**src/rtl/ipad_pkg.sv**
```systemverilog
// ----------------------------------------------------------------------------
// ipad_pkg
// Shared types, constants and the arctangent table for the I/Q to phase,
// amplitude and distance core.
// ----------------------------------------------------------------------------
package ipad_pkg;

   localparam int SAMPLE_WIDTH_DEF  = 16;
   localparam int CORDIC_STAGES_DEF = 16;
   localparam int ATAN_ENTRIES      = 24;

   localparam int PHASE_W  = 12;
   localparam int AMP_W    = 16;
   localparam int DIST_W   = 24;
   localparam int SLOPE_W  = 32;
   localparam int OFFSET_W = 48;

   localparam logic signed [SLOPE_W-1:0]  SLOPE_RESET  = -32'sd54484;
   localparam logic signed [OFFSET_W-1:0] OFFSET_RESET = 48'sd257840946;

   localparam logic [31:0]                HALF_TURN = 32'h8000_0000;
   localparam logic signed [PHASE_W-1:0]  PHASE_MAX = 12'sd1800;
   localparam logic signed [DIST_W-1:0]   DIST_MAX  = 24'sd8388607;
   localparam logic signed [DIST_W-1:0]   DIST_MIN  = -24'sd8388608;

   typedef enum logic {
      CSR_SLOPE  = 1'b0,
      CSR_OFFSET = 1'b1
   } csr_index_type;

   // Control bits that travel with each word down the cell row.
   typedef struct packed {
      logic valid;
      logic zero;
      logic neg_axis;
   } ipad_flags_type;

   // atan(2^-i) as a binary angle, 2^32 per full turn
   function automatic logic [31:0] atan_angle(input int idx);
      logic [31:0] a;
      unique case (idx)
         0:       a = 32'h20000000;
         1:       a = 32'h12E4051E;
         2:       a = 32'h09FB385B;
         3:       a = 32'h051111D4;
         4:       a = 32'h028B0D43;
         5:       a = 32'h0145D7E1;
         6:       a = 32'h00A2F61E;
         7:       a = 32'h00517C55;
         8:       a = 32'h0028BE53;
         9:       a = 32'h00145F2F;
         10:      a = 32'h000A2F98;
         11:      a = 32'h000517CC;
         12:      a = 32'h00028BE6;
         13:      a = 32'h000145F3;
         14:      a = 32'h0000A2FA;
         15:      a = 32'h0000517D;
         16:      a = 32'h000028BE;
         17:      a = 32'h0000145F;
         18:      a = 32'h00000A30;
         19:      a = 32'h00000518;
         20:      a = 32'h0000028C;
         21:      a = 32'h00000146;
         22:      a = 32'h000000A3;
         23:      a = 32'h00000051;
         default: a = 32'h00000000;
      endcase
      return a;
   endfunction

endpackage

```
**src/rtl/ipad_cell.sv**
```systemverilog
// ----------------------------------------------------------------------------
// ipad_cell
// One cell of the row: a CORDIC vectoring micro-rotation and one digit of
// restoring square root where STAGE is in range, registered to the next cell.
// ----------------------------------------------------------------------------
module ipad_cell #(
   parameter int SAMPLE_WIDTH  = 16,
   parameter int CORDIC_STAGES = 16,
   parameter int STAGE         = 0
) (
   input  logic                            clock,
   input  logic                            reset,
   input  logic                            adv,
   input  ipad_pkg::ipad_flags_type        flags_in,
   input  logic signed [SAMPLE_WIDTH+9:0]  x_in,
   input  logic signed [SAMPLE_WIDTH+9:0]  y_in,
   input  logic [31:0]                     z_in,
   input  logic [2*SAMPLE_WIDTH-1:0]       rem_in,
   input  logic [2*SAMPLE_WIDTH-1:0]       root_in,
   output ipad_pkg::ipad_flags_type        flags_out,
   output logic signed [SAMPLE_WIDTH+9:0]  x_out,
   output logic signed [SAMPLE_WIDTH+9:0]  y_out,
   output logic [31:0]                     z_out,
   output logic [2*SAMPLE_WIDTH-1:0]       rem_out,
   output logic [2*SAMPLE_WIDTH-1:0]       root_out
);
   import ipad_pkg::*;

   localparam int XW = SAMPLE_WIDTH + 10;
   localparam int NW = 2 * SAMPLE_WIDTH;

   localparam bit ROTATE_ON = (STAGE < CORDIC_STAGES) && (STAGE < ATAN_ENTRIES);
   localparam bit ROOT_ON   = (STAGE < SAMPLE_WIDTH);
   localparam int ROOT_SHIFT = ROOT_ON ? 2 * (SAMPLE_WIDTH - 1 - STAGE) : 0;
   localparam logic [NW-1:0] ROOT_BIT = {{(NW-1){1'b0}}, 1'b1} << ROOT_SHIFT;
   localparam logic [31:0]   ATAN     = atan_angle(STAGE);

   ipad_flags_type        flags_ff;
   logic signed [XW-1:0]  x_ff, x_in_n, y_ff, y_in_n, dx, dy;
   logic [31:0]           z_ff, z_in_n;
   logic [NW-1:0]         rem_ff, rem_in_n, root_ff, root_in_n, trial;
   logic                  y_pos;

   always_comb begin
      dx    = y_in >>> STAGE;
      dy    = x_in >>> STAGE;
      y_pos = !y_in[XW-1] && (y_in != '0);
      x_in_n = x_in;
      y_in_n = y_in;
      z_in_n = z_in;
      if (ROTATE_ON) begin
         // drive y toward zero
         if (y_pos) begin
            x_in_n = x_in + dx;
            y_in_n = y_in - dy;
            z_in_n = z_in + ATAN;
         end else begin
            x_in_n = x_in - dx;
            y_in_n = y_in + dy;
            z_in_n = z_in - ATAN;
         end
      end
   end

   always_comb begin
      trial     = root_in + ROOT_BIT;
      rem_in_n  = rem_in;
      root_in_n = root_in;
      if (ROOT_ON) begin
         if (rem_in >= trial) begin
            rem_in_n  = rem_in - trial;
            root_in_n = (root_in >> 1) + ROOT_BIT;
         end else begin
            root_in_n = root_in >> 1;
         end
      end
   end

   always_ff @(posedge clock) begin
      if (reset) begin
         flags_ff <= '0;
      end else if (adv) begin
         flags_ff <= flags_in;
      end
   end

   always_ff @(posedge clock) begin
      if (adv) begin
         x_ff    <= x_in_n;
         y_ff    <= y_in_n;
         z_ff    <= z_in_n;
         rem_ff  <= rem_in_n;
         root_ff <= root_in_n;
      end
   end

   assign flags_out = flags_ff;
   assign x_out     = x_ff;
   assign y_out     = y_ff;
   assign z_out     = z_ff;
   assign rem_out   = rem_ff;
   assign root_out  = root_ff;

endmodule

```
**config.mk**
```make
export PLATFORM = sky130hd
export DESIGN_NAME = ipad_cell
export DESIGN_NICKNAME = d
export VERILOG_FILES = /design/src/rtl/ipad_pkg.sv /design/src/rtl/ipad_cell.sv
export SDC_FILE = /design/constraint.sdc
export NUM_CORES = 1
export LEC_CHECK = 0
export BUFFER_PORTS_ARGS = -buffer_cell sky130_fd_sc_hd__buf_2
export CAP_MARGIN = 20
export CORE_MARGIN = 8
export CORE_UTILIZATION = 39
export DETAILED_ROUTE_END_ITERATION = 8
export PLACE_DENSITY = 0.62
export SYNTH_ARGS = -nofsm -noshare
export SYNTH_HDL_FRONTEND = slang
export SYNTH_SLANG_ARGS = --single-unit
```
**constraint.sdc**
```tcl
create_clock -name clock -period 2.8 [get_ports clock]
set_input_delay 0.56 -clock clock [delete_from_list [all_inputs] [get_ports clock]]
set_output_delay 0.56 -clock clock [all_outputs]
set_load 0.005 [all_outputs]
```
==> impl_metrics.tcl <==
set metrics [dict create \
    clock-sinks 150 \
    yosysSeqAreaShare 0.403 \
    dp_cells 2063 \
    fin_nets 1989 \
    initial_utilization 0.398 \
    core_area_um2 27900 \
    htreeDepth 4 \
    worstMarginPinSlew_ns 0.541 \
    p_leak_nw 7.57 \
    drt_iter0_markers 647 \
    synth_edf_count 147 \
    fin_worst_skew_ns 0 \
    path_class "input pin to flop" \
    slew_viol_final 0 \
    drv_cap 0 \
    timing.final.hold_violations 0 \
    final_core_util 0.574 \
    place.detailed.hpwl_um 29700 \
    syn-num-nets 1425 \
    netlist_area_um2 11100 \
    numCtsBuffers 17 \
    final_cell_mix "297 x buf_2, 283 x buf_4, 147 x edfxtp_1, 104 x a21oi_1, 102 x ha_1" \
    rsz0062_at_grt "yes" \
    ir_drop_mv 0.283 \
    grt_max_degree 54 \
    syn_inst 1154 \
    powerDensity_nw_per_um2 489 \
    syn_avg_cell_area_um2 9.62 \
    timing.final.crit_share 0.985 \
    ios 305 \
    min_period_ns 2.76 \
    detail-route-antenna-nets 0 \
    cts_tree "yes" \
    die_w_um 185 \
    fillerInstances 2565 \
    grt_use_total 0.205 \
    grt_overflow 0 \
    timing.slew.headroom 0.639 \
    arrival_ns 2.94 \
    ff2ff_setup_slack_ns 2.20 \
    clock-root-buffer "clkbuf_16" \
    row_count 61 \
    ys_ff_latch 150 \
    setup_slack_ns 0.0409 \
    cp_data_required_time_ns 2.98 \
    finalHoldWorstSlack_ns 0.302 \
    status "finished, final reports clean" \
    dieArea_um2 34100 \
    wl_per_cell_um 17.0 \
    synthFlopType "edfxtp_1" \
    ys_types 76 \
    final_cell_count_no_fill 2110 \
    cp-start-kind "input pin" \
    drc 0 \
    critPathCaptureType "flop" \
    dp_slack_ns -0.546 \
    ctsHoldBuffers 0 \
    antenna_found_initial 1 \
    clk_latency_ns 0.43 \
    area.growth.synth_to_final_pct 44.5 \
    clk_path_buf_depth 2 \
    crit_fanout 4 \
    grt_pass1_wl_um 55800 \
    drive_above_1_share 0.402 \
    first_global_vias 10582 \
    dr.pass1.iters 5 \
    postSynth.asyncResetShare 0 \
    wl_um 35900 \
    viasPerCell 5.00 \
    max_freq_mhz 362 \
    path_clk_slew_ns 0.07 \
    place_congestion 0.955 \
    ys.warnings.count 0 \
    final_common_cell "buf_2" \
    routed-via-count 10543 \
    die_h_um 185 \
    finalSetupViolCount 0 \
    port_buffers 304 \
    hold_class "input pin to flop" \
]
==> final cells by class <==
type | count | area [um^2] | area share
multi-input combinational | 843 | 6260 | 0.390
timing repair buffer | 595 | 3830 | 0.239
inverter | 111 | 437 | 0.0272
sequential | 150 | 4470 | 0.279
tap | 378 | 473 | 0.0295
clock inverter | 15 | 143 | 0.00889
antenna | 1 | 2.50 | 0.000156
clock buffer | 17 | 425 | 0.0265
==> where the power goes <==
group | total, mW | internal (mW) | switching, mW
logic | 2.72 | 1.32 | 1.41
registers | 2.92 | 2.84 | 0.0797
clock network | 2.20 | 1.24 | 0.965
==> cell usage after synthesis (12+ instances only) <==
cell	n	area, um^2
edfxtp_1	147	4410
ha_1	112	1400
a21oi_1	108	541
inv_1	108	405
o21ai_0	91	455
nor2_1	86	323
nand2_1	79	297
xnor2_1	56	490
a21o_1	37	278
clkbuf_1	27	101
xor2_1	24	210
nor3_1	16	80.1
o21bai_1	16	120
mux2i_1	14	140
nand2b_1	14	87.6
nand4_1	14	87.6
nand3_1	12	60.1
o211ai_1	12	90.1
==> sequential cells by signal, indices dropped and copies added, names as in the netlist <==
signal     cells
x_out         26
z_out         32
rem_out       32
root_out      32
flags_out      3
y_out         25
==> worst paths after layout <==
check,start,endpoint,cells after the start
worst max-delay path,x_in[0],y_out[22],13
worst max register to register,flags_out[2],flags_out[2],2
worst min-delay path,z_in[11],z_out[11],1
worst min register to register,flags_out[1],flags_out[1],2
==> metrics by stage <==
step / power [mW] / TNS [ns] / cell area (um^2)
2_1_floorplan: 4.27 / -0.107 / 11300
3_3_place_gp: 5.56 / -26.76 / 15200
3_5_place_dp: 5.59 / -28.13 / 15200
4_1_cts: 7.83 / -0.0115 / 15800
5_1_grt: 8.28 / -0.0916 / 16000
6_report: 7.84 / 0 / 16000
==> timing repair <==
item	CTS	global route
setup buffers	0	13
pin swaps	5	21
gates cloned	0	1
resized for setup	4	43
setup endpoints to repair	32	49
==> layer usage <==
layer	global-route usage	up-vias	routed length [um]
met2	0.356	338	17400
met4	0.0583	0	651
met5	0	-	0
met1	0.262	4893	15600
li1	-	5273	-
met3	0.0317	39	2210
==> cell families after synthesis <==
family,count (synthesis),share of synthesized area
xor gates and xnor gates,80,0.0631
muxes,15,0.0136
AOI/OAI and AO/OA,353,0.202
and+or+nand+nor,277,0.122
DFF,150,0.403
buffers and inverters,162,0.0616
adders and majority gates,117,0.135
==> worst max-delay path, stage by stage <==
cell       delay (ns)
buf_6            0.10
buf_6            0.11
ha_4             0.15
fa_2             0.33
nor2b_4          0.14
o221ai_4         0.18
a2111oi_4        0.12
nor3_4           0.30
a31oi_4          0.17
a211o_1          0.33
a21oi_2          0.18
mux2i_1          0.11
xnor2_1          0.14
No activity file was read; power rests on OpenSTA's default activity.
