**config.mk**
```make
export PLATFORM = sky130hd
export DESIGN_NAME = ipad_back
export DESIGN_NICKNAME = d
export VERILOG_FILES = /design/src/rtl/ipad_pkg.sv /design/src/rtl/ipad_back.sv
export SDC_FILE = /design/constraint.sdc
export NUM_CORES = 2
export LEC_CHECK = 0
export ABC_AREA = 1
export BUFFER_PORTS_ARGS = -buffer_cell sky130_fd_sc_hd__buf_2
export CORE_UTILIZATION = 59
export CTS_BUF_LIST = sky130_fd_sc_hd__clkbuf_2 sky130_fd_sc_hd__clkbuf_4 sky130_fd_sc_hd__clkbuf_8
export DETAILED_ROUTE_END_ITERATION = 16
export GPL_TIMING_DRIVEN = 0
export MAX_ROUTING_LAYER = met4
export PLACE_DENSITY = 0.84
export SLEW_MARGIN = 20
export SYNTH_ARGS = -nofsm -noshare
export SYNTH_HDL_FRONTEND = slang
export SYNTH_SLANG_ARGS = --single-unit
```
**constraint.sdc**
```tcl
create_clock -name clock -period 9.49 [get_ports clock]
set_clock_uncertainty 0.2 [all_clocks]
set_input_delay 1.898 -clock clock [delete_from_list [all_inputs] [get_ports clock]]
set_output_delay 1.898 -clock clock [all_outputs]
set_load 0.005 [all_outputs]
```
**src/rtl/ipad_pkg.sv**
```systemverilog
// ----------------------------------------------------------------------------
// ipad_pkg
// Shared types, constants and the arctangent table for the I/Q to phase,
// amplitude and distance core.
// ----------------------------------------------------------------------------
package ipad_pkg;

   localparam int SAMPLE_WIDTH_DEF  = 16;
   localparam int CORDIC_STAGES_DEF = 16;
   localparam int ATAN_ENTRIES      = 24;

   localparam int PHASE_W  = 12;
   localparam int AMP_W    = 16;
   localparam int DIST_W   = 24;
   localparam int SLOPE_W  = 32;
   localparam int OFFSET_W = 48;

   localparam logic signed [SLOPE_W-1:0]  SLOPE_RESET  = -32'sd54484;
   localparam logic signed [OFFSET_W-1:0] OFFSET_RESET = 48'sd257840946;

   localparam logic [31:0]                HALF_TURN = 32'h8000_0000;
   localparam logic signed [PHASE_W-1:0]  PHASE_MAX = 12'sd1800;
   localparam logic signed [DIST_W-1:0]   DIST_MAX  = 24'sd8388607;
   localparam logic signed [DIST_W-1:0]   DIST_MIN  = -24'sd8388608;

   typedef enum logic {
      CSR_SLOPE  = 1'b0,
      CSR_OFFSET = 1'b1
   } csr_index_type;

   // Control bits that travel with each word down the cell row.
   typedef struct packed {
      logic valid;
      logic zero;
      logic neg_axis;
   } ipad_flags_type;

   // atan(2^-i) as a binary angle, 2^32 per full turn
   function automatic logic [31:0] atan_angle(input int idx);
      logic [31:0] a;
      unique case (idx)
         0:       a = 32'h20000000;
         1:       a = 32'h12E4051E;
         2:       a = 32'h09FB385B;
         3:       a = 32'h051111D4;
         4:       a = 32'h028B0D43;
         5:       a = 32'h0145D7E1;
         6:       a = 32'h00A2F61E;
         7:       a = 32'h00517C55;
         8:       a = 32'h0028BE53;
         9:       a = 32'h00145F2F;
         10:      a = 32'h000A2F98;
         11:      a = 32'h000517CC;
         12:      a = 32'h00028BE6;
         13:      a = 32'h000145F3;
         14:      a = 32'h0000A2FA;
         15:      a = 32'h0000517D;
         16:      a = 32'h000028BE;
         17:      a = 32'h0000145F;
         18:      a = 32'h00000A30;
         19:      a = 32'h00000518;
         20:      a = 32'h0000028C;
         21:      a = 32'h00000146;
         22:      a = 32'h000000A3;
         23:      a = 32'h00000051;
         default: a = 32'h00000000;
      endcase
      return a;
   endfunction

endpackage

```
**src/rtl/ipad_back.sv**
```systemverilog
// ----------------------------------------------------------------------------
// ipad_back
// Angle to tenths of a degree, magnitude rounding and the distance map,
// ending in the result register.
// ----------------------------------------------------------------------------
module ipad_back #(
   parameter int SAMPLE_WIDTH = 16
) (
   input  logic                                        clock,
   input  logic                                        reset,
   input  logic                                        adv,
   input  ipad_pkg::ipad_flags_type                    flags_in,
   input  logic [31:0]                                 z_in,
   input  logic [2*SAMPLE_WIDTH-1:0]                   rem_in,
   input  logic [2*SAMPLE_WIDTH-1:0]                   root_in,
   input  logic signed [ipad_pkg::SLOPE_W-1:0]         slope,
   input  logic signed [ipad_pkg::OFFSET_W-1:0]        offset,
   output logic                                        out_valid,
   output logic signed [ipad_pkg::PHASE_W-1:0]         out_phase,
   output logic [ipad_pkg::AMP_W-1:0]                  out_amp,
   output logic signed [ipad_pkg::DIST_W-1:0]          out_dist
);
   import ipad_pkg::*;

   localparam int RW = (SAMPLE_WIDTH + 1 > AMP_W) ? SAMPLE_WIDTH + 1 : AMP_W;
   localparam logic [RW-1:0]         AMP_LIMIT   = RW'({AMP_W{1'b1}});
   localparam logic signed [43:0]    PHASE_SCALE = 44'sd3600;
   localparam logic signed [44:0]    HALF_LSB    = 45'sd2147483648;
   localparam logic signed [12:0]    PH_HI       = 13'sd1800;
   localparam logic signed [12:0]    PH_LO       = -13'sd1800;
   localparam logic signed [49:0]    DIST_ROUND  = 50'sd2048;

   // B1: angle product, amplitude rounding
   ipad_flags_type        b1_flags_ff;
   logic signed [43:0]    zprod_ff, zprod_in;
   logic [RW-1:0]         root_rnd;
   logic [AMP_W-1:0]      b1_amp_ff, b1_amp_in;

   // B2: phase
   logic                  b2_valid_ff;
   logic signed [44:0]    zsum;
   logic signed [12:0]    tnum;
   logic signed [PHASE_W-1:0] b2_ph_ff, b2_ph_in;
   logic [AMP_W-1:0]      b2_amp_ff;

   // B3: slope product
   logic                  b3_valid_ff;
   logic signed [43:0]    dprod_ff, dprod_in;
   logic signed [PHASE_W-1:0] b3_ph_ff;
   logic [AMP_W-1:0]      b3_amp_ff;

   // B4: offset add and Q4 rounding
   logic                  b4_valid_ff;
   logic signed [49:0]    dsum;
   logic signed [37:0]    q_ff;
   logic signed [PHASE_W-1:0] b4_ph_ff;
   logic [AMP_W-1:0]      b4_amp_ff;

   // result register
   logic                      out_valid_ff;
   logic signed [PHASE_W-1:0] out_ph_ff;
   logic [AMP_W-1:0]          out_amp_ff;
   logic signed [DIST_W-1:0]  out_dist_ff, dist_in;

   always_comb begin
      zprod_in = $signed({{12{z_in[31]}}, z_in}) * PHASE_SCALE;
      root_rnd = RW'(root_in[SAMPLE_WIDTH-1:0]) + RW'(rem_in > root_in);
      if (root_rnd > AMP_LIMIT) begin
         b1_amp_in = {AMP_W{1'b1}};
      end else begin
         b1_amp_in = root_rnd[AMP_W-1:0];
      end
   end

   always_comb begin
      zsum = $signed({zprod_ff[43], zprod_ff}) + HALF_LSB;
      tnum = zsum[44:32];
      priority if (b1_flags_ff.zero) begin
         b2_ph_in = '0;
      end else if (b1_flags_ff.neg_axis) begin
         b2_ph_in = PHASE_MAX;
      end else if (tnum > PH_HI) begin
         b2_ph_in = PHASE_MAX;
      end else if (tnum < PH_LO) begin
         b2_ph_in = -PHASE_MAX;
      end else begin
         b2_ph_in = tnum[PHASE_W-1:0];
      end
   end

   assign dprod_in = $signed({{12{slope[SLOPE_W-1]}}, slope})
                   * $signed({{(44-PHASE_W){b2_ph_ff[PHASE_W-1]}}, b2_ph_ff});

   assign dsum = $signed({{2{offset[OFFSET_W-1]}}, offset})
               + $signed({{6{dprod_ff[43]}}, dprod_ff}) + DIST_ROUND;

   always_comb begin
      priority if (q_ff > 38'(DIST_MAX)) begin
         dist_in = DIST_MAX;
      end else if (q_ff < 38'(DIST_MIN)) begin
         dist_in = DIST_MIN;
      end else begin
         dist_in = q_ff[DIST_W-1:0];
      end
   end

   always_ff @(posedge clock) begin
      if (reset) begin
         b1_flags_ff  <= '0;
         b2_valid_ff  <= 1'b0;
         b3_valid_ff  <= 1'b0;
         b4_valid_ff  <= 1'b0;
         out_valid_ff <= 1'b0;
      end else if (adv) begin
         b1_flags_ff  <= flags_in;
         b2_valid_ff  <= b1_flags_ff.valid;
         b3_valid_ff  <= b2_valid_ff;
         b4_valid_ff  <= b3_valid_ff;
         out_valid_ff <= b4_valid_ff;
      end
   end

   always_ff @(posedge clock) begin
      if (adv) begin
         zprod_ff    <= zprod_in;
         b1_amp_ff   <= b1_amp_in;
         b2_ph_ff    <= b2_ph_in;
         b2_amp_ff   <= b1_amp_ff;
         dprod_ff    <= dprod_in;
         b3_ph_ff    <= b2_ph_ff;
         b3_amp_ff   <= b2_amp_ff;
         q_ff        <= dsum[49:12];
         b4_ph_ff    <= b3_ph_ff;
         b4_amp_ff   <= b3_amp_ff;
         out_ph_ff   <= b4_ph_ff;
         out_amp_ff  <= b4_amp_ff;
         out_dist_ff <= dist_in;
      end
   end

   assign out_valid = out_valid_ff;
   assign out_phase = out_ph_ff;
   assign out_amp   = out_amp_ff;
   assign out_dist  = out_dist_ff;

endmodule
```
==> metrics.txt <==
status=finished clean; syn_nets=4599; max incr delay on CP=0.65 ns; grt total ovfl=0; Resize count post-CTS=0; die height=232.5 µm; Ys Warns=0; largest net degree at the start of global routing=104; final hold vios=0; die width=232.5 µm; register area share after synthesis=24.11%; Core Region=52550 µm²; RR Endpoint=dprod_ff[33]; row cnt=84; Levels on crit path=19; vias in the first global route=25210; antenna violations before repair=7; setup TNS=0 ns; unrepaired setup endpoints after global routing=no; Yosys cell types=44; Crit Path Max Fanout=10; TritonCTS clock tree=done; slowest cell on the critical path=fa_1; GP Congestion=1.013; number of buffers added on ports=234; min Tclk post-route=7.216 ns; cts hold-fix bufs=0; cells along the critical path=buf_2 -> clkbuf_1 -> nand2_1 -> inv_1 -> fa_1 -> fa_1 -> fa_1 -> inv_1 -> fa_1 -> fa_1 -> inv_1 -> ha_1 -> inv_1 -> nor3_1 -> nand2_1 -> nor2_1 -> nand4_1 -> nand3_1 -> xor2_1; I/O pin total=235; Starting Density=59.65%; Final ANT Viol Nets=0; Slew Limit Headroom=38.54%; Max-cap violations=0; gr usage total=30.69%; Post-Route WL=77360 µm; flop2flop setup slack=2.65 ns; CP startpoint=slope[31]; most common cell after layout, fill and taps aside=inv_1; syn avg cell area=8.465 µm²; number of fill cells=4353; Min-Delay Path Class=flop to flop; Fmax=138.6 MHz; Synth-to-Final Area Change=9.555%; most frequent cells in the layout=inv_1 (936), nand2_1 (783), fa_1 (396); crit path buf inv count=6; DR iter-0 viols=1978; Post-DP HPWL=65340 µm; flops & latches, synth=254; H-tree Lvls=2; layout cells sized above 1=8.093%; clock root cell=clkbuf_8; Clock transition at path regs=0.06 ns; Initial DRT Pass Iterations=6; worst r2r path cells=18; Crit Path Category=primary input to flop; Worst R2R Start=b2_ph_ff[11]; vias per cell=5.336; Crit path max-delay family=adder cells; Slew Viols, Final=0; Worst EP required=9.68 ns; Post-route DRC=0; Max Buffers Root-to-Sink=3; Mapped Cells=3703; Top cell by count, worst path=fa_1; DR WL/cell=16.42 µm; Clk Latency, worst-skew pair=0.64 ns; Critical Path Sink=dprod_ff[42]; CTS sink count=254; DR vias=25150; final worst-path cycle share=76.04%; startpoint types=primary input; endpoints failing setup=0; Slew @ Worst Pin=0.9218 ns; first-pass GRT wire length=125900 µm; CTS Buf Count=42; NumNets Final=4879; Post-Syn Area=31350 µm²; postcts setup bufs=0; worst path arrival time=7.41 ns; die footprint=54060 µm²; Worst setup EP type=flop
cell families (layout without fill, tap and decap cells):
family                   count (synthesis)  count (layout)  synth area share (%)
AO/OA/AOI/OAI                          391             391                 7.093
other                                    0               8                     0
XOR/XNOR                                92              92                 2.570
flip-flops                             254             254                 24.11
buffers and inverters                 1011            1324                 12.11
adder cells (fa/ha/maj)                714             714                 37.98
AND/OR/NAND/NOR                       1241            1241                 16.14
cells in the mapped netlist (all sizes together):
master,number,area (µm²)
inv,936,3513
nand2,789,2992
fa,396,7928
ha,318,3979
nor2,258,990.9
edfxtp,247,7417
a21oi,160,800.8
o21ai,121,605.6
nand3,97,500.5
clkbuf,74,277.8
xor2,63,551.8
nor3,40,205.2
xnor2,29,254.0
nand4,27,168.9
a31oi,26,162.7
o21bai,23,176.4
a21o,21,157.7
nor4,17,118.9
a21boi,11,82.58
o21a,9,67.56
dfxtp,7,140.1
or2,7,43.80
a211oi,6,45.04
and3,4,25.02
o211ai,4,30.03
a221oi,2,17.52
nand3b,2,15.01
o221a,2,22.52
o221ai,2,17.52
a31o,1,8.760
a41o,1,10.01
clkinv,1,3.750
o31ai,1,7.510
o41a,1,11.26
per-stage QoR:
step           worst slack [ns]  hold slack, ns  utilization, %  instance area (µm²)  std cells
6_report                  2.274          0.2163           65.35                34340       4712
3_3_place_gp              1.460          0.2004           63.52                33380       4625
2_1_floorplan             2.694          0.2003               -                31350       3703
3_5_place_dp              1.676          0.2045           63.64                33440       4627
4_1_cts                   2.288          0.2181           65.31                34320       4704
5_1_grt                   2.014          0.2228           65.35                34340       4711
per-layer routing:
| layer | GRT usage [%] | vias to the layer above | wire [µm] |
|---|---|---|---|
| li1 | - | 12020 | - |
| met1 | 36.54 | 11910 | 29800 |
| met2 | 50.90 | 1013 | 37630 |
| met3 | 6.507 | 208 | 6657 |
| met4 | 11.95 | 0 | 3273 |
| met5 | - | - | 0 |
registers in the layout, summed over array words and instances, names as in the netlist:
signal	flops
out_valid	1
b3_ph_ff	12
zprod_ff	13
dprod_ff	44
out_dist	24
b3_valid_ff	1
b2_ph_ff	12
b4_amp_ff	16
b2_valid_ff	1
b2_amp_ff	16
b3_amp_ff	16
out_phase	12
b4_ph_ff	12
out_amp	16
b1_flags_ff	3
q_ff	38
b1_amp_ff	16
b4_valid_ff	1
layout make-up:
class,instances,area [µm²],share of cell area [%]
Clock inverter,29,255.2,0.7432
Buffer,74,277.8,0.8088
Tap cell,688,860.8,2.507
Inverter,937,3517,10.24
Clock buffer,48,623.1,1.814
Antenna cell,8,20.02,0.05829
Multi-Input combinational cell,2438,20000,58.22
Timing Repair Buffer,236,1236,3.600
Sequential cell,254,7557,22.01
how the worst min path moves through the flow:
| stage | from | end | slack (ns) | depth (start not counted) |
|---|---|---|---|---|
| 3_5_place_dp | b2_amp_ff[1] | b3_amp_ff[1] | 0.20 | 0 |
| 4_1_cts | b4_amp_ff[6] | out_amp[6] | 0.22 | 0 |
| 2_1_floorplan | b1_amp_ff[0] | b2_amp_ff[0] | 0.20 | 0 |
| 6_report | b4_amp_ff[6] | out_amp[6] | 0.22 | 0 |
| 5_1_grt | b3_amp_ff[13] | b4_amp_ff[13] | 0.22 | 0 |
| 3_3_place_gp | b3_amp_ff[13] | b4_amp_ff[13] | 0.20 | 0 |
Power is left out: the tool's default activity adds up to more than one toggle a clock period on the data nets, which glitch-free logic cannot reach.
