`config.mk`:
```
export PLATFORM = sky130hd
export DESIGN_NAME = ipad_front
export DESIGN_NICKNAME = d
export VERILOG_FILES = /design/src/rtl/ipad_pkg.sv /design/src/rtl/ipad_front.sv
export SDC_FILE = /design/constraint.sdc
export NUM_CORES = 1
export LEC_CHECK = 0
export ABC_CLOCK_PERIOD_IN_PS = 10100
export BUFFER_PORTS_ARGS = -buffer_cell sky130_fd_sc_hd__buf_2
export CORE_MARGIN = 4
export CORE_UTILIZATION = 50
export DETAILED_ROUTE_END_ITERATION = 16
export GPL_ROUTABILITY_DRIVEN = 1
export PLACE_DENSITY_LB_ADDON = 0.25
export SETUP_SLACK_MARGIN = 0.3
export SLEW_MARGIN = 20
export SYNTH_ARGS = -nofsm -noshare
export SYNTH_HDL_FRONTEND = slang
export SYNTH_SLANG_ARGS = --single-unit
```
`constraint.sdc`:
```
create_clock -name clock -period 10.1 [get_ports clock]
set_input_delay 2.02 -clock clock [delete_from_list [all_inputs] [get_ports clock]]
set_output_delay 2.02 -clock clock [all_outputs]
set_load 0.02 [all_outputs]
```
`src/rtl/ipad_pkg.sv`:
```
// ----------------------------------------------------------------------------
// ipad_pkg
// Shared types, constants and the arctangent table for the I/Q to phase,
// amplitude and distance core.
// ----------------------------------------------------------------------------
package ipad_pkg;

   localparam int SAMPLE_WIDTH_DEF  = 16;
   localparam int CORDIC_STAGES_DEF = 16;
   localparam int ATAN_ENTRIES      = 24;

   localparam int PHASE_W  = 12;
   localparam int AMP_W    = 16;
   localparam int DIST_W   = 24;
   localparam int SLOPE_W  = 32;
   localparam int OFFSET_W = 48;

   localparam logic signed [SLOPE_W-1:0]  SLOPE_RESET  = -32'sd54484;
   localparam logic signed [OFFSET_W-1:0] OFFSET_RESET = 48'sd257840946;

   localparam logic [31:0]                HALF_TURN = 32'h8000_0000;
   localparam logic signed [PHASE_W-1:0]  PHASE_MAX = 12'sd1800;
   localparam logic signed [DIST_W-1:0]   DIST_MAX  = 24'sd8388607;
   localparam logic signed [DIST_W-1:0]   DIST_MIN  = -24'sd8388608;

   typedef enum logic {
      CSR_SLOPE  = 1'b0,
      CSR_OFFSET = 1'b1
   } csr_index_type;

   // Control bits that travel with each word down the cell row.
   typedef struct packed {
      logic valid;
      logic zero;
      logic neg_axis;
   } ipad_flags_type;

   // atan(2^-i) as a binary angle, 2^32 per full turn
   function automatic logic [31:0] atan_angle(input int idx);
      logic [31:0] a;
      unique case (idx)
         0:       a = 32'h20000000;
         1:       a = 32'h12E4051E;
         2:       a = 32'h09FB385B;
         3:       a = 32'h051111D4;
         4:       a = 32'h028B0D43;
         5:       a = 32'h0145D7E1;
         6:       a = 32'h00A2F61E;
         7:       a = 32'h00517C55;
         8:       a = 32'h0028BE53;
         9:       a = 32'h00145F2F;
         10:      a = 32'h000A2F98;
         11:      a = 32'h000517CC;
         12:      a = 32'h00028BE6;
         13:      a = 32'h000145F3;
         14:      a = 32'h0000A2FA;
         15:      a = 32'h0000517D;
         16:      a = 32'h000028BE;
         17:      a = 32'h0000145F;
         18:      a = 32'h00000A30;
         19:      a = 32'h00000518;
         20:      a = 32'h0000028C;
         21:      a = 32'h00000146;
         22:      a = 32'h000000A3;
         23:      a = 32'h00000051;
         default: a = 32'h00000000;
      endcase
      return a;
   endfunction

endpackage

```
`src/rtl/ipad_front.sv`:
```
// ----------------------------------------------------------------------------
// ipad_front
// Input capture, squaring and CORDIC pre-rotation ahead of the cell row.
// ----------------------------------------------------------------------------
module ipad_front #(
   parameter int SAMPLE_WIDTH = 16
) (
   input  logic                                   clock,
   input  logic                                   reset,
   input  logic                                   adv,
   input  logic                                   in_valid,
   input  logic signed [SAMPLE_WIDTH-1:0]         re_in,
   input  logic signed [SAMPLE_WIDTH-1:0]         im_in,
   output ipad_pkg::ipad_flags_type               flags_out,
   output logic signed [SAMPLE_WIDTH+9:0]         x_out,
   output logic signed [SAMPLE_WIDTH+9:0]         y_out,
   output logic [31:0]                            z_out,
   output logic [2*SAMPLE_WIDTH-1:0]              n_out
);
   import ipad_pkg::*;

   localparam int XW = SAMPLE_WIDTH + 10;
   localparam int NW = 2 * SAMPLE_WIDTH;

   // capture stage
   logic                           f0_valid_ff;
   logic signed [SAMPLE_WIDTH-1:0] re_ff;
   logic signed [SAMPLE_WIDTH-1:0] im_ff;

   // square stage
   ipad_flags_type     f1_flags_ff, f1_flags_in;
   logic signed [NW-1:0] sq_re_in, sq_im_in;
   logic [NW-1:0]      sq_re_ff, sq_im_ff;
   logic signed [XW-1:0] x1_ff, x1_in, y1_ff, y1_in, x_pre, y_pre;
   logic [31:0]        z1_ff, z1_in;

   // sum stage
   ipad_flags_type     f2_flags_ff;
   logic signed [XW-1:0] x2_ff, y2_ff;
   logic [31:0]        z2_ff;
   logic [NW-1:0]      n2_ff, n2_in;

   always_ff @(posedge clock) begin
      if (reset) begin
         f0_valid_ff <= 1'b0;
      end else if (adv) begin
         f0_valid_ff <= in_valid;
      end
   end

   always_ff @(posedge clock) begin
      if (adv) begin
         re_ff <= re_in;
         im_ff <= im_in;
      end
   end

   always_comb begin
      f1_flags_in.valid    = f0_valid_ff;
      f1_flags_in.zero     = (re_ff == '0) && (im_ff == '0);
      f1_flags_in.neg_axis = (im_ff == '0) && re_ff[SAMPLE_WIDTH-1];
      sq_re_in = re_ff * re_ff;
      sq_im_in = im_ff * im_ff;
      x_pre = {{(XW-SAMPLE_WIDTH-8){re_ff[SAMPLE_WIDTH-1]}}, re_ff, 8'h00};
      y_pre = {{(XW-SAMPLE_WIDTH-8){im_ff[SAMPLE_WIDTH-1]}}, im_ff, 8'h00};
      // left half plane: turn by a half turn first
      if (re_ff[SAMPLE_WIDTH-1]) begin
         x1_in = -x_pre;
         y1_in = -y_pre;
         z1_in = HALF_TURN;
      end else begin
         x1_in = x_pre;
         y1_in = y_pre;
         z1_in = '0;
      end
   end

   always_ff @(posedge clock) begin
      if (reset) begin
         f1_flags_ff <= '0;
         f2_flags_ff <= '0;
      end else if (adv) begin
         f1_flags_ff <= f1_flags_in;
         f2_flags_ff <= f1_flags_ff;
      end
   end

   assign n2_in = sq_re_ff + sq_im_ff;

   always_ff @(posedge clock) begin
      if (adv) begin
         sq_re_ff <= sq_re_in;
         sq_im_ff <= sq_im_in;
         x1_ff    <= x1_in;
         y1_ff    <= y1_in;
         z1_ff    <= z1_in;
         n2_ff    <= n2_in;
         x2_ff    <= x1_ff;
         y2_ff    <= y1_ff;
         z2_ff    <= z1_ff;
      end
   end

   assign flags_out = f2_flags_ff;
   assign x_out     = x2_ff;
   assign y_out     = y2_ff;
   assign z_out     = z2_ff;
   assign n_out     = n2_ff;

endmodule

```
==> results of run 1 <==
==> through the flow <==
stage,hold slack [ns],instances,utilization,instance area (um2)
after floorplan,0.4003,2590,-,26620
after global placement,0.4023,3288,0.5247,27520
after detailed placement,0.4045,3288,0.5247,27520
after CTS,0.4119,3331,0.5388,28260
after global routing,0.4117,3331,0.5388,28260
final,0.4118,3331,0.5388,28260
==> logic make-up (layout without fill, tap and decap cells) <==
| group | count (synthesis) | count (layout) | share of synthesized area |
|---|---|---|---|
| multiplexers | 7 | 7 | 0.002650 |
| XOR/XNOR | 138 | 138 | 0.04572 |
| AND/OR/NAND/NOR | 475 | 475 | 0.08278 |
| buffers and inverters | 773 | 826 | 0.1168 |
| adder cells (fa/ha/maj) | 684 | 684 | 0.4569 |
| other | 1 | 49 | 0.0001418 |
| AO/OA/AOI/OAI | 259 | 259 | 0.06484 |
| flip-flops | 205 | 205 | 0.2302 |
==> Yosys cell counts (5+ instances only) <==
cell / number
a31o_2: 10
buf_4: 47
o21bai_1: 13
fa_1: 469
xnor2_1: 114
a21oi_1: 68
a211oi_1: 13
clkbuf_1: 53
o211ai_1: 8
xor2_1: 24
a211o_1: 5
o31ai_1: 7
nand2b_1: 13
nor2b_1: 10
edfxtp_1: 198
and3_1: 11
and2_1: 63
inv_1: 657
mux2i_1: 7
a21o_1: 37
dfxtp_1: 7
o21a_1: 11
o21ai_0: 52
nor2_1: 129
clkinv_1: 5
nand3_1: 15
nand2_1: 190
buf_1: 7
or2_2: 7
ha_1: 215
nor3_1: 12
or3_1: 9
==> how the worst max path moves through the flow <==
| stage | start | endpoint | cells past startpoint |
|---|---|---|---|
| CTS | re_ff[1]$_DFFE_PP_ | sq_re_ff[31]$_DFFE_PP_ | 22 |
| floorplan | re_ff[9]$_DFFE_PP_ | sq_re_ff[31]$_DFFE_PP_ | 22 |
| detailed placement | re_ff[1]$_DFFE_PP_ | sq_re_ff[31]$_DFFE_PP_ | 22 |
| global route | re_ff[1]$_DFFE_PP_ | sq_re_ff[31]$_DFFE_PP_ | 22 |
| finish | im_ff[1]$_DFFE_PP_ | sq_im_ff[30]$_DFFE_PP_ | 19 |
| global placement | re_ff[1]$_DFFE_PP_ | sq_re_ff[31]$_DFFE_PP_ | 22 |
==> layout make-up <==
cell class	instances	area, um2	share of cell area
Inverter	664	2492	0.08821
Tap cell	688	860.8	0.03047
Multi-Input combinational cell	1612	17440	0.6174
Timing Repair Buffer	119	635.6	0.02249
Sequential cell	205	6086	0.2154
Clock buffer	29	640.6	0.02267
Clock inverter	14	96.34	0.003410
==> flip-flops by register name (all words and copies together), names as in the netlist <==
signal,flops
flags_out,3
y_out,18
n_out,32
x1_ff,17
re_ff,16
z1_ff,1
f0_valid_ff,1
sq_im_ff,31
f1_flags_ff,3
y1_ff,17
im_ff,16
sq_re_ff,31
x_out,18
z_out,1
==> per-layer routing <==
layer | track usage | share of wire | wire [um] | vias to the layer above
li1 | - | - | - | 7906
met1 | 0.2657 | 0.42 | 22740 | 8643
met2 | 0.3458 | 0.51 | 27390 | 367
met3 | 0.02809 | 0.052 | 2789 | 81
met4 | 0.04388 | 0.023 | 1237 | 0
met5 | 0 | 0 | 0 | -
==> layout by cell type, fill, tap and decap left out, types with 25 or more instances in the layout <==
cell       netlist  final
a21o_1          37     37
nand2_1        190    190
edfxtp_1       198    198
o21ai_0         52     52
xnor2_1        114    114
buf_2            1    106
nor2_1         129    129
inv_1          657    657
ha_1           215    215
conb_1           1     49
fa_1           469    469
and2_1          63     63
clkbuf_16        0     25
a21oi_1         68     68
==> flow_summary_export.csv, run 1 <==
group,metric,value,unit
sta,slew_headroom,0.3302,
final_layout,post_route_cells_drive_above_1_share,0.06773,
worst_setup_path,worst-path-max-fanout,17,
worst_setup_path,regToRegSetupSlack,2.62,ns
min_path,hold_path_class,"register to register",
clock_tree,post_cts_resize_count,0,
sta,final_hold_fails,0,
synth,synth_largest_area_cell,"fa_1",
min_path,min_from,"x1_ff[16]$_DFFE_PP_",
global_routing,number_of_global_route_vias_before_repair,18390,
worst_setup_path,cp_num_buf_inv,3,
route,drt_first_pass_iters,7,
worst_setup_path,r2r_end,"sq_im_ff[30]$_DFFE_PP_",
global_routing,track_usage,0.1980,
clock_tree,post_cts.repair.setup_buffers,0,
final_layout,area_growth,6.881,%
clock_tree,cts_htree_levels,1,
worst_setup_path,critical_path.cell_chain,"clkinv_1 -> nor2_1 -> fa_1 -> inv_1 -> fa_1 -> fa_1 -> fa_1 -> inv_1 -> fa_1 -> fa_1 -> ha_1 -> a2111oi_0 -> o21ai_0 -> o2111ai_1 -> o311ai_1 -> o31ai_2 -> o21ai_0 -> a221o_1 -> o311ai_0",
synth,synth_cell_types,65,
worst_setup_path,cp_data_required_time,10.45,ns
final_layout,num_antenna_cells,0,
synth,synth_area_per_cell,10.40,um2
global_routing,global_route_wire_length_before_repair,90.70,mm
sta,tns,0,ns
worst_setup_path,start_kind,"register",
clock_tree,cts.clk_slew.worst_paths,0.06,ns
placement,buffer_ports.inserted,107,
route,route.antenna.remaining_nets,0,
clock_tree,hold_buffer_count_at_cts,0,
sta,setup-violations-final,0,
route,postRouteWirelength,54.15,mm
route,iteration_0_drc_markers,831,
worst_setup_path,critical-path-slowest-cell,"edfxtp_1",
global_routing,grt_overflow,0,
route,wl_per_cell,16.26,um
synth,synth-edff-count,198,
global_routing,grt_start_max_net_pins,89,
synth,yosys_warnings,0,
sta,tightest_pin_transition,0.9955,ns
sta,finalClockSkew,0.01349,ns
sta,min_period_over_period,0.7403,
final_layout,finish.net_count,3347,
clock_tree,tritoncts,"yes",
synth,synthesized_cell_area,0.02644,mm2
worst_setup_path,critical_path_arrival,7.82,ns
synth,synth.yosys.seq_area_share,0.2302,
worst_setup_path,cpPeakStageDelay,0.73,ns
worst_setup_path,cp_top_family,"adder cells",
worst_setup_path,timing.setup.critical_path_class,"register to register",
sta,grt_setup_unrepaired,"false",
clock_tree,numClockSinks,205,
floorplan,placement_rows,84,
route,dr_total_vias,17000,
clock_tree,cts_root_buf,"clkbuf_16",
clock_tree,clock_latency,0.55,ns
clock_tree,clock_path_buffers,3,
synth,syn_inst_count,2542,
worst_setup_path,worstReg2RegStart,"im_ff[1]$_DFFE_PP_",
synth,async_flop_share,0,
flow_run,number_of_max_cap_violations,0,
synth,synth-seq-cells,205,
floorplan,start_util,0.5041,
floorplan,fp.coreArea,0.05245,mm2
placement,post_placement_setup_slack,2.690,ns
worst_setup_path,critical_path.most_common_cell,"fa_1",
global_routing,antenna_violations_before_repair,0,
floorplan,floorplan.die.width,237.9,um
worst_setup_path,timing.reg2reg.worst_path_depth,19,
sta,post-route-worst-setup-slack,2.623,ns
floorplan,die_h,237.9,um
synth,ys.flop_type,"edfxtp_1",
placement,dpl_hpwl,44.23,mm
route,routed_via_density,5.103,
final_layout,fillers,4592,
status,run_status,"complete, no violations",
placement,gpl.final_weighted_congestion,0.9291,
min_path,min_delay_path_depth,0,
floorplan,ios,155,
min_path,min_delay_worst_endpoint,"x_out[16]$_DFFE_PP_",
clock_tree,cts_inserted_buffers,25,
synth,synth_top_cell_area_share,0.3552,
worst_setup_path,critPathCaptureType,"register",
route,drt_drc_violations_left,0,
synth,netlist_top_cells_area,"fa_1 (36%), edfxtp_1 (22%), ha_1 (10%), inv_1 (9.3%), xnor2_1 (3.8%)",
floorplan,die_area,0.05662,mm2
sta,slew_violations,0,
sta,timing.fmax,133.7,MHz
sta,post_layout_min_period,7.477,ns
Power of run 1 is not shown: default switching activity piles up to over one toggle a cycle in this logic, so the estimate is an artifact.
==> run 2: changes to the inputs <==
ABC_CLOCK_PERIOD_IN_PS = 6550   (was 10100)
clock period = 6.55 ns   (was 10.1 ns; I/O delays follow)
==> flow_summary_export.csv, run 2 (same netlist as run 1, synthesis figures left out) <==
group,metric,value,unit
sta,finalClockSkew,0.02474,ns
clock_tree,clock_path_buffers,3,
route,routed_via_density,5.095,
worst_setup_path,critPathCaptureType,"register",
placement,buffer_ports.inserted,107,
floorplan,start_util,0.5041,
route,postRouteWirelength,58.94,mm
floorplan,die_area,0.05662,mm2
clock_tree,cts_htree_levels,1,
route,drt_first_pass_iters,5,
worst_setup_path,regToRegSetupSlack,0.32,ns
status,run_status,"complete, no violations",
min_path,min_delay_path_depth,0,
sta,tightest_pin_transition,1.097,ns
placement,dpl-instance-area,0.02810,mm2
route,drt_drc_violations_left,0,
worst_setup_path,start_kind,"register",
worst_setup_path,worstReg2RegStart,"re_ff[8]$_DFFE_PP_",
sta,timing.fmax,160.5,MHz
sta,hold_ws,0.4171,ns
sta,slew_violations,0,
route,route.antenna.remaining_nets,0,
worst_setup_path,worst-path-max-fanout,5,
worst_setup_path,cp_data_required_time,6.85,ns
worst_setup_path,timing.reg2reg.worst_path_depth,22,
placement,dpl_hpwl,46.77,mm
global_routing,grt_start_max_net_pins,111,
worst_setup_path,critical_path_arrival,6.53,ns
final_layout,final_area,0.03029,mm2
final_layout,area_growth,14.59,%
final_layout,mostFrequentLayoutCells,"inv_1 (641), fa_1 (455), edfxtp_1 (198), ha_1 (192), nand2_1 (183)",
clock_tree,tritoncts,"yes",
clock_tree,cts_root_buf,"clkbuf_16",
route,dr_total_vias,17790,
floorplan,placement_rows,84,
global_routing,global_route_wire_length_before_repair,94.60,mm
placement,post_placement_setup_slack,-0.3104,ns
worst_setup_path,timing.setup.critical_path_class,"register to register",
clock_tree,clock_latency,0.56,ns
global_routing,number_of_global_route_vias_before_repair,19190,
clock_tree,cts_inserted_buffers,25,
sta,grt_setup_unrepaired,"true",
final_layout,largest_reg_flops,32,
global_routing,track_usage,0.2079,
sta,final_hold_fails,0,
route,wl_per_cell,16.88,um
route,iteration_0_drc_markers,1026,
min_path,min_from,"x1_ff[10]$_DFFE_PP_",
clock_tree,cts.clk_slew.worst_paths,0.06,ns
sta,post-route-worst-setup-slack,0.3206,ns
floorplan,die_h,237.9,um
worst_setup_path,r2r_end,"sq_re_ff[31]$_DFFE_PP_",
placement,gpl.final_weighted_congestion,0.8894,
sta,slew_headroom,0.2620,
floorplan,floorplan.die.width,237.9,um
final_layout,mostFrequentLayoutCell,"inv_1",
global_routing,grt_overflow,0,
clock_tree,numClockSinks,205,
floorplan,ios,155,
global_routing,antenna_violations_before_repair,0,
clock_tree,hold_buffer_count_at_cts,0,
min_path,hold_path_class,"register to register",
min_path,min_delay_worst_endpoint,"x_out[10]$_DFFE_PP_",
final_layout,finish.net_count,3505,
floorplan,fp.coreArea,0.05245,mm2
sta,min_period_over_period,0.9511,
sta,post_layout_min_period,6.229,ns
final_layout,post_route_cells_drive_above_1_share,0.1634,
sta,setup-violations-final,0,
flow_run,number_of_max_cap_violations,0,
## run 2: timing repair
| item | CTS | global route |
|---|---|---|
| hold endpoints to repair | 0 | 0 |
| gates resized for setup | 43 | 115 |
| endpoints found under the setup margin | 19 | 18 |
| cloned | 0 | 2 |
| pin swaps | 14 | 57 |
| buffers inserted | 31 | 56 |
## run 2: routing by layer
layer  routed length (um)  share of wire  track usage  up-vias
li1                     -              -            -     8218
met1                24430           0.41       0.2786     9041
met2                29650           0.50       0.3617      437
met3                 3445          0.058      0.02994       96
met4                 1411          0.024      0.04901        0
met5                    0              0            0        -
## run 2: stage by stage
stage                     TNS, ns  instances  utilization
final                           0       3492       0.5776
after CTS                       0       3433       0.5601
after floorplan                 0       2590            -
after global routing            0       3491       0.5776
after global placement    -0.2797       3357       0.5358
after detailed placement  -0.7860       3357       0.5358
## run 2: worst max-delay path by stage
stage	cells after the start	from	slack [ns]	end
3_3_place_gp	21	im_ff[2]$_DFFE_PP_	-0.18	sq_im_ff[31]$_DFFE_PP_
3_5_place_dp	21	im_ff[2]$_DFFE_PP_	-0.31	sq_im_ff[31]$_DFFE_PP_
5_1_grt	20	im_ff[1]$_DFFE_PP_	0.11	sq_im_ff[30]$_DFFE_PP_
6_report	22	re_ff[8]$_DFFE_PP_	0.32	sq_re_ff[31]$_DFFE_PP_
2_1_floorplan	22	re_ff[15]$_DFFE_PP_	0.23	sq_re_ff[31]$_DFFE_PP_
4_1_cts	23	im_ff[7]$_DFFE_PP_	0.29	sq_im_ff[31]$_DFFE_PP_
## run 2: area by class of cell
| class | count | area [um2] |
|---|---|---|
| fillers | 4521 | 22150 |
| multi-input cells | 1612 | 18040 |
| inverters | 664 | 2510 |
| clock inverters | 18 | 182.7 |
| clock buffers | 27 | 633.1 |
| diodes | 1 | 2.502 |
| flip-flops and latches | 205 | 6086 |
| repair buffers | 277 | 1974 |
| well taps | 688 | 860.8 |
## run 2: worst max-delay path: stages (launching register included)
cell	delay, ns
edfxtp_1	0.53
buf_6	0.18
and2_4	0.16
fa_1	0.50
inv_2	0.04
fa_2	0.46
fa_1	0.52
inv_1	0.05
fa_1	0.45
fa_1	0.49
inv_1	0.05
fa_1	0.49
inv_2	0.05
ha_4	0.21
a21o_1	0.18
a21o_1	0.17
a221o_1	0.32
a31oi_4	0.22
a31oi_4	0.16
a2111oi_4	0.39
o21bai_1	0.13
a21oi_2	0.16
xnor2_1	0.07
Power of run 2 is left out for the same reason.
==> run 3: changes to the inputs <==
ABC_CLOCK_PERIOD_IN_PS = 7250   (was 6550)
clock period = 7.25 ns   (was 6.55 ns; I/O delays follow)
==> flow_summary_export.csv, run 3 (same netlist as run 1, synthesis figures left out) <==
group,metric,value,unit
floorplan,die_h,237.9,um
route,iteration_0_drc_markers,877,
worst_setup_path,critical-path-slowest-cell,"fa_1",
sta,timing.fmax,151.2,MHz
clock_tree,numClockSinks,205,
final_layout,area_growth,8.784,%
route,dr_total_vias,17390,
worst_setup_path,critPathCaptureType,"register",
worst_setup_path,start_kind,"register",
status,run_status,"complete, no violations",
route,drt_drc_violations_left,0,
placement,post_placement_setup_slack,0.5350,ns
min_path,hold_path_class,"register to register",
sta,finalClockSkew,0.01351,ns
final_layout,mostFrequentLayoutCells,"inv_1 (656), fa_1 (469), ha_1 (215), edfxtp_1 (198), nand2_1 (190)",
global_routing,track_usage,0.2038,
sta,tightest_pin_transition,1.054,ns
floorplan,ios,155,
sta,post_layout_min_period,6.614,ns
route,wl_per_cell,16.39,um
global_routing,number_of_global_route_vias_before_repair,18830,
route,route.antenna.remaining_nets,0,
final_layout,mostFrequentLayoutCell,"inv_1",
sta,setup-violations-final,0,
flow_run,number_of_max_cap_violations,0,
sta,tns,0,ns
worst_setup_path,cp_data_required_time,7.53,ns
global_routing,antenna_violations_before_repair,2,
final_layout,fillers,4671,
clock_tree,cts_htree_levels,1,
floorplan,floorplan.die.width,237.9,um
floorplan,placement_rows,84,
floorplan,die_area,0.05662,mm2
global_routing,grt_overflow,0,
floorplan,fp.coreArea,0.05245,mm2
sta,post-route-worst-setup-slack,0.6356,ns
placement,buffer_ports.inserted,107,
worst_setup_path,critical_path_arrival,6.90,ns
sta,final_hold_fails,0,
worst_setup_path,timing.setup.critical_path_class,"register to register",
route,routed_via_density,5.123,
worst_setup_path,worst-path-max-fanout,8,
sta,slew_headroom,0.2970,
clock_tree,tritoncts,"yes",
floorplan,start_util,0.5041,
worst_setup_path,cpPeakStageDelay,0.55,ns
clock_tree,clock_latency,0.54,ns
final_layout,finish.net_count,3409,
sta,grt_setup_unrepaired,"true",
final_layout,largest_reg_flops,32,
clock_tree,cts.clk_slew.worst_paths,0.07,ns
sta,min_period_over_period,0.9123,
final_layout,post_route_cells_drive_above_1_share,0.09054,
worst_setup_path,critical_path.most_common_cell,"fa_1",
clock_tree,hold_buffer_count_at_cts,0,
placement,dpl_hpwl,46.14,mm
clock_tree,cts_root_buf,"clkbuf_16",
route,drt_first_pass_iters,7,
final_layout,num_antenna_cells,0,
clock_tree,clock_path_buffers,3,
global_routing,global_route_wire_length_before_repair,93.19,mm
placement,gpl.final_weighted_congestion,0.8762,
clock_tree,cts_inserted_buffers,25,
global_routing,grt_start_max_net_pins,138,
route,postRouteWirelength,55.63,mm
sta,slew_violations,0,
worst_setup_path,critical_path.cell_chain,"buf_4 -> and2_1 -> fa_1 -> inv_1 -> fa_1 -> fa_1 -> inv_1 -> fa_1 -> fa_1 -> inv_1 -> fa_1 -> inv_1 -> ha_1 -> a21o_1 -> a21o_1 -> a221o_1 -> a31oi_1 -> buf_4 -> a31oi_1 -> a2111oi_0 -> o21bai_1 -> a21oi_1 -> xnor2_1",
[run 3: cell types whose count changed in the layout (fill, tap and decap cells not counted), sizes merged]
cell	change
buf	-95
bufinv	-2
clkinv	+5
clkinvlp	-2
diode	-1
inv	-3
[run 3: final cells by class]
cell class / count / area [um2] / area share
tap: 688 / 860.8 / 0.02993
clock buffer: 28 / 636.9 / 0.02214
timing repair buffer: 181 / 1114 / 0.03872
inverter: 664 / 2500 / 0.08693
multi-input combinational: 1612 / 17450 / 0.6068
sequential: 205 / 6086 / 0.2116
clock inverter: 16 / 111.4 / 0.003872
[run 3: routing by layer]
layer  vias up  part of all wire  GRT usage
met4         4             0.019    0.03875
met3        68             0.064    0.03618
met5         -           0.00049          0
met2       412              0.50     0.3541
li1       8033                 -          -
met1      8870              0.42     0.2729
[run 3: worst paths after layout]
check | from | endpoint | slack (ns) | cells past startpoint
setup / recovery | re_ff[2]$_DFFE_PP_ | sq_re_ff[31]$_DFFE_PP_ | 0.64 | 23
hold / removal | y1_ff[16]$_DFFE_PP_ | y_out[16]$_DFFE_PP_ | 0.41 | 0
setup reg to reg | re_ff[2]$_DFFE_PP_ | sq_re_ff[31]$_DFFE_PP_ | 0.64 | 23
hold reg to reg | y1_ff[16]$_DFFE_PP_ | y_out[16]$_DFFE_PP_ | 0.41 | 0
[run 3: stage by stage]
step / hold WS, ns / std cells / area [um2] / util
floorplan: 0.4003 / 2590 / 26620 / -
global placement: 0.4008 / 3328 / 27820 / 0.5304
detailed placement: 0.4045 / 3328 / 27820 / 0.5304
CTS: 0.4079 / 3372 / 28570 / 0.5447
global route: 0.4128 / 3394 / 28760 / 0.5484
finish: 0.4057 / 3394 / 28760 / 0.5484
[run 3: worst max-delay path, delay by kind of cell (launching register included)]
family | cells | cell delay [ns]
flops | 1 | 0.52
simple gates | 1 | 0.18
xor+xnor | 1 | 0.08
fa+ha+maj | 7 | 3.31
buf+inv | 6 | 0.60
compound gates | 8 | 1.69
[run 3: timing repair]
item / in CTS / in global routing
resized for setup: 0 / 7
buffers inserted: 0 / 22
setup endpoints to repair: 0 / 5
Power of run 3 is left out for the same reason.
